==> config.mk <==
export PLATFORM = sky130hd
export DESIGN_NAME = cbc_mac
export DESIGN_NICKNAME = d
export VERILOG_FILES = /design/src/rtl/cbc_pkg.sv /design/src/rtl/cbc_mac.sv
export SDC_FILE = /design/constraint.sdc
export NUM_CORES = 2
export LEC_CHECK = 0
export BUFFER_PORTS_ARGS = -buffer_cell sky130_fd_sc_hd__buf_2
export CAP_MARGIN = 20
export CORE_MARGIN = 8
export CORE_UTILIZATION = 55
export DETAILED_ROUTE_END_ITERATION = 12
export GPL_TIMING_DRIVEN = 0
export PLACE_DENSITY = 0.69
export RECOVER_POWER = 100
export SLEW_MARGIN = 20
export SYNTH_ARGS = -nofsm -noshare
export SYNTH_HDL_FRONTEND = slang
export SYNTH_SLANG_ARGS = --single-unit
==> constraint.sdc <==
create_clock -name clk -period 11.3 [get_ports clk]
set_clock_uncertainty 0.1 [all_clocks]
set_input_delay 2.26 -clock clk [delete_from_list [all_inputs] [get_ports clk]]
set_output_delay 2.26 -clock clk [all_outputs]
set_load 0.1 [all_outputs]
==> src/rtl/cbc_pkg.sv <==
// ----------------------------------------------------------------------------
// cbc_pkg
// Shared types, register codes and fixed-point helpers for the cascaded
// balance controller.
// ----------------------------------------------------------------------------
package cbc_pkg;

  localparam int unsigned CFG_IDX_W  = 3;
  localparam int unsigned CFG_DATA_W = 24;
  localparam int unsigned GAIN_W     = 24;
  localparam int unsigned RATE_W     = 16;
  localparam int unsigned MUL_A_W    = 34;
  localparam int unsigned MUL_B_W    = 25;
  localparam int unsigned PROD_W     = MUL_A_W + MUL_B_W;
  localparam int unsigned ACC_W      = 64;

  // smoothing weights (0.92 / 0.08, 16 fraction bits)
  localparam logic [RATE_W-1:0] SMOOTH_KEEP = 16'd60293;
  localparam logic [RATE_W-1:0] SMOOTH_NEW  = 16'd5243;

  // setpoint after reset: minus three degrees
  localparam logic signed [31:0] SETPOINT_RESET = -32'sd768;

  // configuration register indexes
  typedef enum logic [CFG_IDX_W-1:0] {
    REG_ANGLE_GAIN_P   = 3'd0,
    REG_ANGLE_GAIN_D   = 3'd1,
    REG_ANGLE_GAIN_I   = 3'd2,
    REG_SPEED_GAIN_P   = 3'd3,
    REG_SPEED_GAIN_I   = 3'd4,
    REG_TICK_PERIOD    = 3'd5,
    REG_TICK_RATE      = 3'd6,
    REG_INTEGRAL_LIMIT = 3'd7
  } reg_idx_t;

  typedef struct packed {
    logic [GAIN_W-1:0] angle_gain_p;
    logic [GAIN_W-1:0] angle_gain_d;
    logic [GAIN_W-1:0] angle_gain_i;
    logic [GAIN_W-1:0] speed_gain_p;
    logic [GAIN_W-1:0] speed_gain_i;
    logic [RATE_W-1:0] tick_period;
    logic [RATE_W-1:0] tick_rate;
    logic [GAIN_W-1:0] integral_limit;
  } cfg_t;

  // one command word for the shared multiply-accumulate unit
  typedef struct packed {
    logic                      valid;
    logic                      clear;
    logic signed [MUL_A_W-1:0] a;
    logic signed [MUL_B_W-1:0] b;
  } mac_cmd_t;

  // saturate a wide signed value to signed 32 bits
  function automatic logic signed [31:0] sat32(input logic signed [ACC_W-1:0] x);
    logic hi_same;
    hi_same = (&x[ACC_W-1:31]) | ~(|x[ACC_W-1:31]);
    if (hi_same) begin
      sat32 = x[31:0];
    end else if (x[ACC_W-1]) begin
      sat32 = {1'b1, 31'b0};
    end else begin
      sat32 = {1'b0, {31{1'b1}}};
    end
  endfunction

  // floor(x / 2^16), then saturate to signed 32 bits
  function automatic logic signed [31:0] sat_shr16(input logic signed [ACC_W-1:0] x);
    logic signed [ACC_W-1:0] t;
    t = x >>> 16;
    sat_shr16 = sat32(t);
  endfunction

  // sign-extend a 34-bit value to the accumulator width
  function automatic logic signed [ACC_W-1:0] ext34(input logic signed [33:0] x);
    ext34 = {{(ACC_W-34){x[33]}}, x};
  endfunction

  // sign-extend a 32-bit signal to the multiplier A width
  function automatic logic signed [MUL_A_W-1:0] ext_a(input logic signed [31:0] x);
    ext_a = {{(MUL_A_W-32){x[31]}}, x};
  endfunction

endpackage

==> src/rtl/cbc_mac.sv <==
// ----------------------------------------------------------------------------
// cbc_mac
// Shared multiply-accumulate unit: a registered 34x25 signed product, then
// a 64-bit accumulate. A command's result passes the product register, then acc.
// ----------------------------------------------------------------------------
module cbc_mac (
  input  logic                                 clk,
  input  logic                                 rst,
  input  cbc_pkg::mac_cmd_t                    cmd,
  output logic signed [cbc_pkg::ACC_W-1:0]     acc
);
  import cbc_pkg::*;

  logic signed [PROD_W-1:0] prod;
  logic                     pend;
  logic                     pend_clear;

  // multiply stage
  always_ff @(posedge clk) begin
    prod <= $signed(cmd.a) * $signed(cmd.b);
  end

  always_ff @(posedge clk) begin
    if (rst) begin
      pend       <= 1'b0;
      pend_clear <= 1'b0;
    end else begin
      pend       <= cmd.valid;
      pend_clear <= cmd.clear;
    end
  end

  // accumulate stage: clear or add
  always_ff @(posedge clk) begin
    if (pend) begin
      acc <= (pend_clear ? '0 : acc) + {{(ACC_W-PROD_W){prod[PROD_W-1]}}, prod};
    end
  end

endmodule

## Yosys cells after proc, flatten, opt, wreduce, memory -nomap -nowiden

Cells that the tools add are included.

| storage, ports and cells | value |
|---|---|
| bits of input ports | 63 |
| logic and storage cells | 7 |
| output and inout bits | 64 |
| register bits after elaboration | 125 |

| cells by class | value |
|---|---|
| multipliers | 1 |
| $add $sub $neg | 1 |
| muxes and demuxes | 1 |

Operator list:

| kind | count |
|---|---|
| $add A64 B64 Y64 | 1 |
| $mux W64 | 1 |
| $mul A34 B25 Y59 | 1 |

## Depth between registers and ports, before layout

| depth | value |
|---|---|
| depth in word-level cells | 2 |
| mapped depth | 29 |
| depth with buffers taken out | 26 |

## Least setup slack after synthesis

Ideal clock, no wire load.

| timing path | value |
|---|---|
| kind | input-to-reg |
| from | input cmd[4] (netlist bit) |
| to | register prod[55] |
| buffers on the path | 2 |
| data arrival time | 8.752 ns |
| stages on the path | 26 |
| required time | 11.080 ns |
| setup time | 0.120 ns |
| setup slack | 2.328 ns |
| cells stage by stage | clkbuf_1 -> clkbuf_1 -> nand2_1 -> fa_1 -> inv_1 -> fa_1 -> inv_1 -> fa_1 -> fa_1 -> inv_1 -> fa_1 -> fa_1 -> inv_1 -> fa_1 -> inv_1 -> ha_1 -> inv_1 -> or4_1 -> or3_1 -> o21ai_1 -> a21o_2 -> nor3_2 -> o31ai_4 -> nand4_1 -> o21ba_1 -> xnor2_1 |

| on the way | value |
|---|---|
| word-level cells in the longest chain between the ends | 1 |

Ends and longest elaborated chain:

| item | RTL line | source |
|---|---|---|
| start: declaration | cbc_mac.sv:9 | `input cbc_pkg::mac_cmd_t cmd,` |
| $mul A34 B25 Y59 | cbc_mac.sv:20 | `prod <= $signed(cmd.a) * $signed(cmd.b);` |
| end signal: assignment | cbc_mac.sv:20 |  |
| end: declaration | cbc_mac.sv:14 | `logic signed [PROD_W-1:0] prod;` |

No other way between the ends.
A chain may end at the register's enable or synchronous reset.

## Worst setup path after layout

| timing path | value |
|---|---|
| from | input cmd[6] (netlist bit) |
| to | register prod[57] |

The elaborated chain is that of the path after synthesis.

==> out/qor.txt <==
global-route wire length before repair = 182 mm
endpoints failing hold = 0
R2R depth = 15
critical path required time = 11.51 ns
Worst-path clk slew = 0.06 ns
Final setup viols = 0
aggregate routed wire length = 119 mm
hold path depth = 1
GRT Total Usage = 32.4%
Worst Setup End Kind = flip-flop
fin crit share = 95.0%
Yosys warning count = 0
final setup margin = 0.569 ns
asr flop ratio synth = 0%
Final GP Congestion = 1.03
largest net degree at the start of global routing = 50
CP dominant cell by count = fa_1
status = finished with violations
Slew HR = -86.1%
met1 WL = 46.9 mm
HP Class = reg2reg
WL met2 = 51.5 mm
clk sinks = 125
grt ovf = 0
H-tree levels = 4
Die ar. = 0.0754 mm2
met3 WL post-DR = 15.4 mm
syn_area_per_cell = 9.37 um2
Starting Density = 55.7%
ys flop type = edfxtp_1
CP Class = in2reg
Top Layer Used = met5
hpwl dp = 99.6 mm
CTS Buf Count = 17
Critical Path Start Type = input pin
Slowest-stage cell, CP = clkbuf_1
die height = 275 um
DRC errors left = 0
Synth cell types = 77
layout overhead on the synthesized area = 5.82%
vias in the first global route = 29700
boundary pin count = 127
nets@finish = 5212
I/O Buffers = 119
failing checks = max-capacitance violations, max-slew violations
CORE AREA = 0.0660 mm2
fraction of layout cells with a size suffix above 1 = 2.55%
CTS Hold Buffers Added = 0
arrival time worst endpoint = 10.94 ns
setup bufs post-CTS = 0
Synth Register Bits = 125
Avg WL per Cell = 24.2 um
max_cap viols = 1
Crit path largest cell delay = 0.64 ns
Max Root-Sink Buffers = 2
First-pass DRT Iterations = 6
Final Max Slew Viols = 50
Mapped Nets = 5073
pre-CTS WS = 0.644 ns
CTS tree = done
RSZ-0062 raised after global routing = false
cts repair resizes = 0
via-per-instance ratio = 5.72
Max Clock Freq = 0.0932 GHz
initial DRC count = 2456
worst-path maximum fanout = 10
clk_lat worst skew = 0.43 ns
initial antenna violation count = 7
Least-Margin Pin Slew = 2.79 ns
# rows = 94
setup tns final = 0 ns
Root Driver = clkbuf_16
sequential-to-total area share from yosys stat = 8.55%
die width = 275 um
Syn Inst Count = 3922
total number of vias = 28300
Post-synth EDFFs = 64
Routed Antenna Nets = 0
Post-Syn Area = 0.0368 mm2
Final Critical Period = 10.73 ns
## final timing paths
kind                         start                 to  slack [ns]
max                         cmd[6]   prod[57]$_DFF_P_        0.57
min                prod[0]$_DFF_P_   acc[0]$_DFFE_PP_        0.43
max reg2reg  pend_clear$_SDFF_PP0_  acc[62]$_DFFE_PP_        6.13
min reg2reg        prod[0]$_DFF_P_   acc[0]$_DFFE_PP_        0.43
## cell type report
| class | count | area [um2] |
|---|---|---|
| plain buffers | 190 | 771 |
| fillers | 5898 | 27100 |
| inverters | 818 | 3070 |
| multi-input cells | 2789 | 29700 |
| clock inverters | 8 | 103 |
| flip-flops and latches | 125 | 3140 |
| clock buffers | 24 | 514 |
| repair buffers | 120 | 518 |
| well taps | 864 | 1080 |
| diodes | 5 | 12.5 |
## cell families after synthesis
kind of cell / count (synthesis) / share of synthesized area (%)
AND/OR/NAND/NOR: 1181 / 16.3
adder cells (fa/ha/maj): 1088 / 54.7
buffers and inverters: 1008 / 10.5
AO/OA/AOI/OAI: 393 / 7.00
XOR/XNOR: 127 / 3.03
flip-flops: 125 / 8.55
## registers in the layout, summed over array words and instances, names as in the netlist
signal / flops
prod: 59
pend: 1
acc: 64
pend_clear: 1
## through the flow
stage | hold slack, ns | util, % | instances | instance area, um2
final | 0.427 | 59.0 | 4943 | 38900
after global routing | 0.453 | 59.0 | 4940 | 38900
after CTS | 0.432 | 59.2 | 4938 | 39100
after detailed placement | 0.420 | 58.3 | 4906 | 38500
after global placement | 0.420 | 58.3 | 4905 | 38400
after floorplan | 0.408 | - | 3922 | 36800
## worst max-delay path: cells and delay by family
| kind | cells | cell delay, ns |
|---|---|---|
| compound gates | 7 | 2.18 |
| fa+ha+maj | 8 | 3.99 |
| buf+inv | 8 | 1.95 |
| simple gates | 3 | 0.56 |
## Yosys cell counts (all sizes together), types with 19 or more instances
cell type | instances | area [um2]
nor2 | 92 | 345
ha | 222 | 2780
xnor2 | 81 | 709
edfxtp | 64 | 1920
a21oi | 122 | 622
dfxtp | 61 | 1220
fa | 866 | 17300
a21o | 74 | 561
nand3 | 24 | 120
o21bai | 19 | 143
and2 | 424 | 2650
nand2 | 465 | 1750
a31oi | 21 | 159
nor2b | 75 | 469
inv | 818 | 3070
nand4 | 27 | 169
o21ai | 73 | 369
clkbuf | 183 | 718
xor2 | 46 | 403
## metal layers
metal / track usage [%] / vias up
li1: - / 12100
met1: 43.3 / 14300
met2: 49.0 / 1585
met3: 10.6 / 306
met4: 12.8 / 4
met5: 0 / -
## placed cells by master (no fill, tap or decap), types with 6 or more instances in the layout
cell type	count
a21oi_1	122
nor2b_1	75
a211oi_1	11
edfxtp_1	64
a21boi_0	6
a31o_2	6
nor3_1	17
a31oi_1	21
o31ai_1	6
buf_2	54
nand3_1	24
inv_1	818
xor2_1	46
ha_1	222
and3_1	14
and2_1	416
clkbuf_1	249
and4_1	6
and2_0	7
fa_1	866
o21bai_1	19
nand4_1	27
nand2_1	465
o211ai_1	11
o21a_1	11
clkbuf_16	19
a21o_1	70
dfxtp_1	61
o21ai_0	72
xnor2_1	81
nor2_1	92
nand2b_1	17
Power is left out: the tool's default activity adds up to more than one toggle a clock period on the data nets, which glitch-free logic cannot reach.
