**config.mk**
```make
export PLATFORM = sky130hd
export DESIGN_NAME = cbc_regs
export DESIGN_NICKNAME = d
export VERILOG_FILES = /design/src/rtl/cbc_pkg.sv /design/src/rtl/cbc_regs.sv
export SDC_FILE = /design/constraint.sdc
export NUM_CORES = 1
export LEC_CHECK = 0
export CORE_ASPECT_RATIO = 0.9
export CORE_UTILIZATION = 55
export CTS_CLUSTER_SIZE = 14
export DETAILED_ROUTE_END_ITERATION = 8
export DONT_BUFFER_PORTS = 1
export PLACE_DENSITY = 0.69
export RECOVER_POWER = 50
export SYNTH_ARGS = -nofsm -noshare
export SYNTH_HDL_FRONTEND = slang
export SYNTH_SLANG_ARGS = --single-unit
export TNS_END_PERCENT = 1
```
**constraint.sdc**
```tcl
create_clock -name clk -period 3.95 [get_ports clk]
set_clock_uncertainty 0.15 [all_clocks]
set_input_delay 0.1975 -clock clk [delete_from_list [all_inputs] [get_ports clk]]
set_output_delay 0.1975 -clock clk [all_outputs]
set_load 0.005 [all_outputs]
```
**src/rtl/cbc_pkg.sv**
```systemverilog
// ----------------------------------------------------------------------------
// cbc_pkg
// Shared types, register codes and fixed-point helpers for the cascaded
// balance controller.
// ----------------------------------------------------------------------------
package cbc_pkg;

  localparam int unsigned CFG_IDX_W  = 3;
  localparam int unsigned CFG_DATA_W = 24;
  localparam int unsigned GAIN_W     = 24;
  localparam int unsigned RATE_W     = 16;
  localparam int unsigned MUL_A_W    = 34;
  localparam int unsigned MUL_B_W    = 25;
  localparam int unsigned PROD_W     = MUL_A_W + MUL_B_W;
  localparam int unsigned ACC_W      = 64;

  // smoothing weights (0.92 / 0.08, 16 fraction bits)
  localparam logic [RATE_W-1:0] SMOOTH_KEEP = 16'd60293;
  localparam logic [RATE_W-1:0] SMOOTH_NEW  = 16'd5243;

  // setpoint after reset: minus three degrees
  localparam logic signed [31:0] SETPOINT_RESET = -32'sd768;

  // configuration register indexes
  typedef enum logic [CFG_IDX_W-1:0] {
    REG_ANGLE_GAIN_P   = 3'd0,
    REG_ANGLE_GAIN_D   = 3'd1,
    REG_ANGLE_GAIN_I   = 3'd2,
    REG_SPEED_GAIN_P   = 3'd3,
    REG_SPEED_GAIN_I   = 3'd4,
    REG_TICK_PERIOD    = 3'd5,
    REG_TICK_RATE      = 3'd6,
    REG_INTEGRAL_LIMIT = 3'd7
  } reg_idx_t;

  typedef struct packed {
    logic [GAIN_W-1:0] angle_gain_p;
    logic [GAIN_W-1:0] angle_gain_d;
    logic [GAIN_W-1:0] angle_gain_i;
    logic [GAIN_W-1:0] speed_gain_p;
    logic [GAIN_W-1:0] speed_gain_i;
    logic [RATE_W-1:0] tick_period;
    logic [RATE_W-1:0] tick_rate;
    logic [GAIN_W-1:0] integral_limit;
  } cfg_t;

  // one command word for the shared multiply-accumulate unit
  typedef struct packed {
    logic                      valid;
    logic                      clear;
    logic signed [MUL_A_W-1:0] a;
    logic signed [MUL_B_W-1:0] b;
  } mac_cmd_t;

  // saturate a wide signed value to signed 32 bits
  function automatic logic signed [31:0] sat32(input logic signed [ACC_W-1:0] x);
    logic hi_same;
    hi_same = (&x[ACC_W-1:31]) | ~(|x[ACC_W-1:31]);
    if (hi_same) begin
      sat32 = x[31:0];
    end else if (x[ACC_W-1]) begin
      sat32 = {1'b1, 31'b0};
    end else begin
      sat32 = {1'b0, {31{1'b1}}};
    end
  endfunction

  // floor(x / 2^16), then saturate to signed 32 bits
  function automatic logic signed [31:0] sat_shr16(input logic signed [ACC_W-1:0] x);
    logic signed [ACC_W-1:0] t;
    t = x >>> 16;
    sat_shr16 = sat32(t);
  endfunction

  // sign-extend a 34-bit value to the accumulator width
  function automatic logic signed [ACC_W-1:0] ext34(input logic signed [33:0] x);
    ext34 = {{(ACC_W-34){x[33]}}, x};
  endfunction

  // sign-extend a 32-bit signal to the multiplier A width
  function automatic logic signed [MUL_A_W-1:0] ext_a(input logic signed [31:0] x);
    ext_a = {{(MUL_A_W-32){x[31]}}, x};
  endfunction

endpackage

```
**src/rtl/cbc_regs.sv**
```systemverilog
// ----------------------------------------------------------------------------
// cbc_regs
// Configuration register file: gains, tick period and rate, integral limit.
// ----------------------------------------------------------------------------
module cbc_regs (
  input  logic                           clk,
  input  logic                           rst,
  input  logic                           cfg_valid,
  output logic                           cfg_ready,
  input  logic [cbc_pkg::CFG_IDX_W-1:0]  cfg_index,
  input  logic [cbc_pkg::CFG_DATA_W-1:0] cfg_data,
  output cbc_pkg::cfg_t                  cfg
);
  import cbc_pkg::*;

  logic do_write;

  // always take a word
  assign cfg_ready = 1'b1;
  assign do_write  = cfg_valid & cfg_ready;

  // write the addressed register, narrow ones keep the low bits
  always_ff @(posedge clk) begin
    if (rst) begin
      cfg.angle_gain_p   <= 24'd1310720;
      cfg.angle_gain_d   <= 24'd3277;
      cfg.angle_gain_i   <= 24'd3276800;
      cfg.speed_gain_p   <= 24'd2621;
      cfg.speed_gain_i   <= 24'd459;
      cfg.tick_period    <= 16'd655;
      cfg.tick_rate      <= 16'd100;
      cfg.integral_limit <= 24'd153600;
    end else if (do_write) begin
      case (reg_idx_t'(cfg_index))
        REG_ANGLE_GAIN_P:   cfg.angle_gain_p   <= cfg_data;
        REG_ANGLE_GAIN_D:   cfg.angle_gain_d   <= cfg_data;
        REG_ANGLE_GAIN_I:   cfg.angle_gain_i   <= cfg_data;
        REG_SPEED_GAIN_P:   cfg.speed_gain_p   <= cfg_data;
        REG_SPEED_GAIN_I:   cfg.speed_gain_i   <= cfg_data;
        REG_TICK_PERIOD:    cfg.tick_period    <= cfg_data[RATE_W-1:0];
        REG_TICK_RATE:      cfg.tick_rate      <= cfg_data[RATE_W-1:0];
        REG_INTEGRAL_LIMIT: cfg.integral_limit <= cfg_data;
        default: ;
      endcase
    end
  end

endmodule

```
# Word level (Yosys, flattened, before mapping)
# Cells that the tools add are included.
# totals
ff_bits,176
in_bits,30
output_inout_bits,177
wordCells,24
# classes
eq_ne,7
reduce_logical,9
# ops
cell,count
$reduce_and 2->1,8
$eq 3x3->1 const B,4
$eq 3x2->1 const B,2
$eq 3x1->1 const B,1
$logic_not 3->1,1

# Depth between registers and ports, before layout
# depth
depth_word,2
mapped_depth,6
depth_no_buf,2

# Least setup slack after synthesis
# OpenSTA, ideal clock, no wires.
# synth_path
kind,input-to-reg
start,in cfg_index[0] (netlist name)
end,reg cfg[165] (netlist name)
setup_time_ns,0.129
arrival_ns,1.125
required_time_ns,3.671
setup_slack_ns,2.546
cell_stages,4
n_path_buf,2
cell_sequence,or4b_1 > buf_6 > buf_6 > mux2i_1
# synth_between
elab_chain_cells,2
# synth_lines
item,line,source
start: declaration,cbc_regs.sv:10,"input logic [cbc_pkg::CFG_IDX_W-1:0] cfg_index,"
$logic_not 3->1,cbc_regs.sv:34,case (reg_idx_t'(cfg_index))
$reduce_and 2->1 (no line),-,
end: declaration,cbc_regs.sv:12,output cbc_pkg::cfg_t cfg
# No other way between the ends.
# A chain may end at the register's enable or synchronous reset.

# Worst setup path after layout
# layout_path
start,in cfg_index[2] (netlist name)
end,reg cfg[139] (netlist name)
# layout_between
elab_chain_cells,2
# layout_lines
item,line
$eq 3x1->1,cbc_regs.sv:34
$reduce_and 2->1 (no line),-
# No other way between the ends.

==> impl_metrics.csv <==
group,metric,value,unit
synth,ys_types,18,
place,dpl_cell_area,0.00691,sq mm
critical_path,critPathSlowestCell,"and4bb_1",
run,maxCapViolCount,0,
synth,synthCells,636,
timing,holdWs,0.00243,ns
critical_path,crit_type,"input pin to flip-flop",
final_layout,area_delta_synth_final,13.7,%
synth,synth_commonest_cells,"dfxtp_1 (176), mux2i_1 (176), nand2b_1 (162)",
timing,final_max_slew_viol_count,0,
timing,max_slew_margin,7.26,%
final_layout,fillers,962,
clock_tree,cts-root-buf,"clkbuf_16",
routing,ant_nets,0,
place,dp.cells,751,
run_status,status,"finished clean",
critical_path,cp-end-kind,"flip-flop",
critical_path,cp_max_fo,20,
critical_path,crit_arrival,2.24,ns
clock_tree,clk_path_buf_depth,2,
synth,synth_area_leaders,"dfxtp_1 (51%), mux2i_1 (26%), nand2b_1 (15%), nor2_1 (3.0%), buf_2 (1.5%)",
floorplan,dieArea,0.0130,sq mm
clock_tree,cts_tree,"built",
synth,synth_area,0.00691,sq mm
clock_tree,ctsResizeCount,0,
synth,synth_seq_cells,176,
floorplan,die_h,108,um
power_and_ir_drop,netSwitchingPower,818,uW
floorplan,core-area,0.0121,sq mm
hold_path,hold_end,"cfg[98]$_SDFFE_PP0P_",
clock_tree,cts.clk_slew.worst_paths,0.06,ns
power_and_ir_drop,combPwrFrac,5.6,%
hold_path,holdCritStartpoint,"rst",
synth,ys_warn_count,0,
clock_tree,clock_sinks,176,
synth,synth_edf_count,0,
power_and_ir_drop,p_seq_share,50.2,%
critical_path,reg2reg_to,"cfg[139]$_SDFFE_PP1P_",
synth,avgSynthCellArea,10.9,sq um
global_route,grt_pass1_vias,4611,
timing,setup_viol,0,
routing,routed_wl,17.0,mm
clock_tree,clock_latency,0.42,ns
place,place.gp.congestion,0.817,
final_layout,final_area,0.00785,sq mm
global_route,grt_usage,26.6,%
timing,report.final.hold_viol_count,0,
place,hpwl,10.8,mm
final_layout,final_nets,675,
critical_path,cp_num_buf_inv,1,
synth,synth_top_area_share,51.0,%
critical_path,cpPeakStageDelay,1.19,ns
final_layout,layoutNonFillerInstCount,818,
power_and_ir_drop,clock_power_share,44.2,%
clock_tree,cts_buffers,17,
routing,avgRoutedWirePerCell,20.8,um
critical_path,r2r-start,"cfg[139]$_SDFFE_PP1P_",
timing,rsz0062_at_grt,"no",
routing,drtIter0Drc,363,
timing,timing.fmax,0.493,GHz
routing,drtPass1Iterations,4,
final_layout,utilization,64.8,%
global_route,grt_pass1_wl,25.9,mm
power_and_ir_drop,powerDensity,469,mW/mm^2
timing,max_slew.worst_pin.slew,1.39,ns
final_layout,multi_input_area,0.00314,sq mm
final_layout,reg_top3,"cfg: 176 flops",
routing,drc,0,
floorplan,start_util,57.0,%
synth,synth_top_area_cell,"dfxtp_1",
hold_path,min-delay-path-class,"input pin to flip-flop",
floorplan,rows,38,
floorplan,io_pins,207,
hold_path,hold_depth,2,
critical_path,worstPathRequired,4.16,ns
timing,period_needed,2.03,ns
timing,finalSetupTns,0,ns
global_route,grt_max_degree,197,
critical_path,cp-start-kind,"input pin",
final_layout,largest_register,"cfg",
synth,ys_seq_area_share,51.0,%
critical_path,cpLargestDelayFamily,"simple AND/OR/NAND/NOR gates",
floorplan,die_x,120,um
global_route,antenna_found_initial,0,
critical_path,path_cells,"and4bb_1 > mux2i_1 > dlygate4sd3_1",
synth,synthArstFlopShare,0,%
clock_tree,h-tree-depth,4,
critical_path,ff2ff_setup_slack,2.58,ns
final_layout,antenna_cells,0,
routing,viasPerCell,5.42,
final_layout,final_layout_size_suffix_gt1_share,6.38,%
power_and_ir_drop,power_leakage,0.00361,uW
timing,period_share,51.3,%
synth,syn_nets,666,
power_and_ir_drop,ir_drop,321,uV
power_and_ir_drop,swShare,22.2,%
final_layout,regArea,0.00352,sq mm
global_route,grt-ovfl-total,0,
place,portBuffers,0,
power_and_ir_drop,p_int,2860,uW
synth,synthFlopType,"dfxtp_1",
routing,via_count,4435,
critical_path,r2r_cells,3,
final_layout,largest_reg_flops,176,
[placed cells by master (no fill, tap or decap), drive strengths merged]
cell type      n
clkbuf        24
and4bb         2
nor2          56
conb           1
dlygate4sd3   34
nand4          1
and4           1
nand4bb        3
dfxtp        176
mux2i        176
buf            7
clkinv         6
clkinvlp       1
nand2b       162
or4b           1
bufinv         1
nor4bb         1
inv            1
nand4b         3
nor4b          1
[metal layers]
metal / share of wire [%] / wire length, um / GRT usage, % / up-vias
li1: - / - / - / 2120
met1: 44 / 7430 / 33.2 / 2143
met2: 45 / 7620 / 39.7 / 145
met3: 9.4 / 1600 / 12.4 / 27
met4: 2.0 / 337 / 10.7 / 0
met5: 0 / 0 / 0 / -
[per-stage QoR]
| step | total power, uW | setup WS, ns |
|---|---|---|
| after floorplan | 2020 | 2.55 |
| after global placement | 2040 | 2.21 |
| after detailed placement | 2040 | 2.11 |
| after CTS | 3710 | 2.02 |
| after global routing | 3790 | 1.86 |
| final | 3680 | 1.92 |
[area by class of cell]
class	instances	area share [%]
flip-flops and latches	176	44.9
multi-input cells	408	39.9
clock buffers	23	6.34
repair buffers	42	5.31
well taps	160	2.55
clock inverters	9	1.02
[worst max-delay path by stage]
stage / slack [ns] / end / from / cells after the start
detailed placement: 2.11 / cfg[75]$_SDFFE_PP0P_ / cfg_index[1] / 2
global route: 1.86 / cfg[139]$_SDFFE_PP1P_ / cfg_index[2] / 3
floorplan: 2.55 / cfg[165]$_SDFFE_PP0P_ / cfg_index[0] / 4
global placement: 2.21 / cfg[68]$_SDFFE_PP0P_ / cfg_index[1] / 2
CTS: 2.02 / cfg[121]$_SDFFE_PP1P_ / cfg_index[0] / 5
finish: 1.92 / cfg[139]$_SDFFE_PP1P_ / cfg_index[2] / 3
[power groups by stage]
stage	logic, uW	registers [uW]	clock network, uW
after CTS	204	1850	1650
after detailed placement	151	1890	0
after global placement	147	1890	0
final	205	1850	1630
after global routing	220	1850	1720
after floorplan	148	1880	0
[timing repair]
action,4_1_cts,5_1_grt
hold buffers,35,0
endpoints found under the hold margin,176,0
setup buffers,0,0
setup endpoints to repair,0,0
[kinds of logic after synthesis]
group	after synthesis	synth area share, %
other cells	1	0.0543
mux	176	25.5
buf+inv	52	3.86
flops	176	51.0
simple gates	231	19.6
No activity file was read; power rests on OpenSTA's default activity.
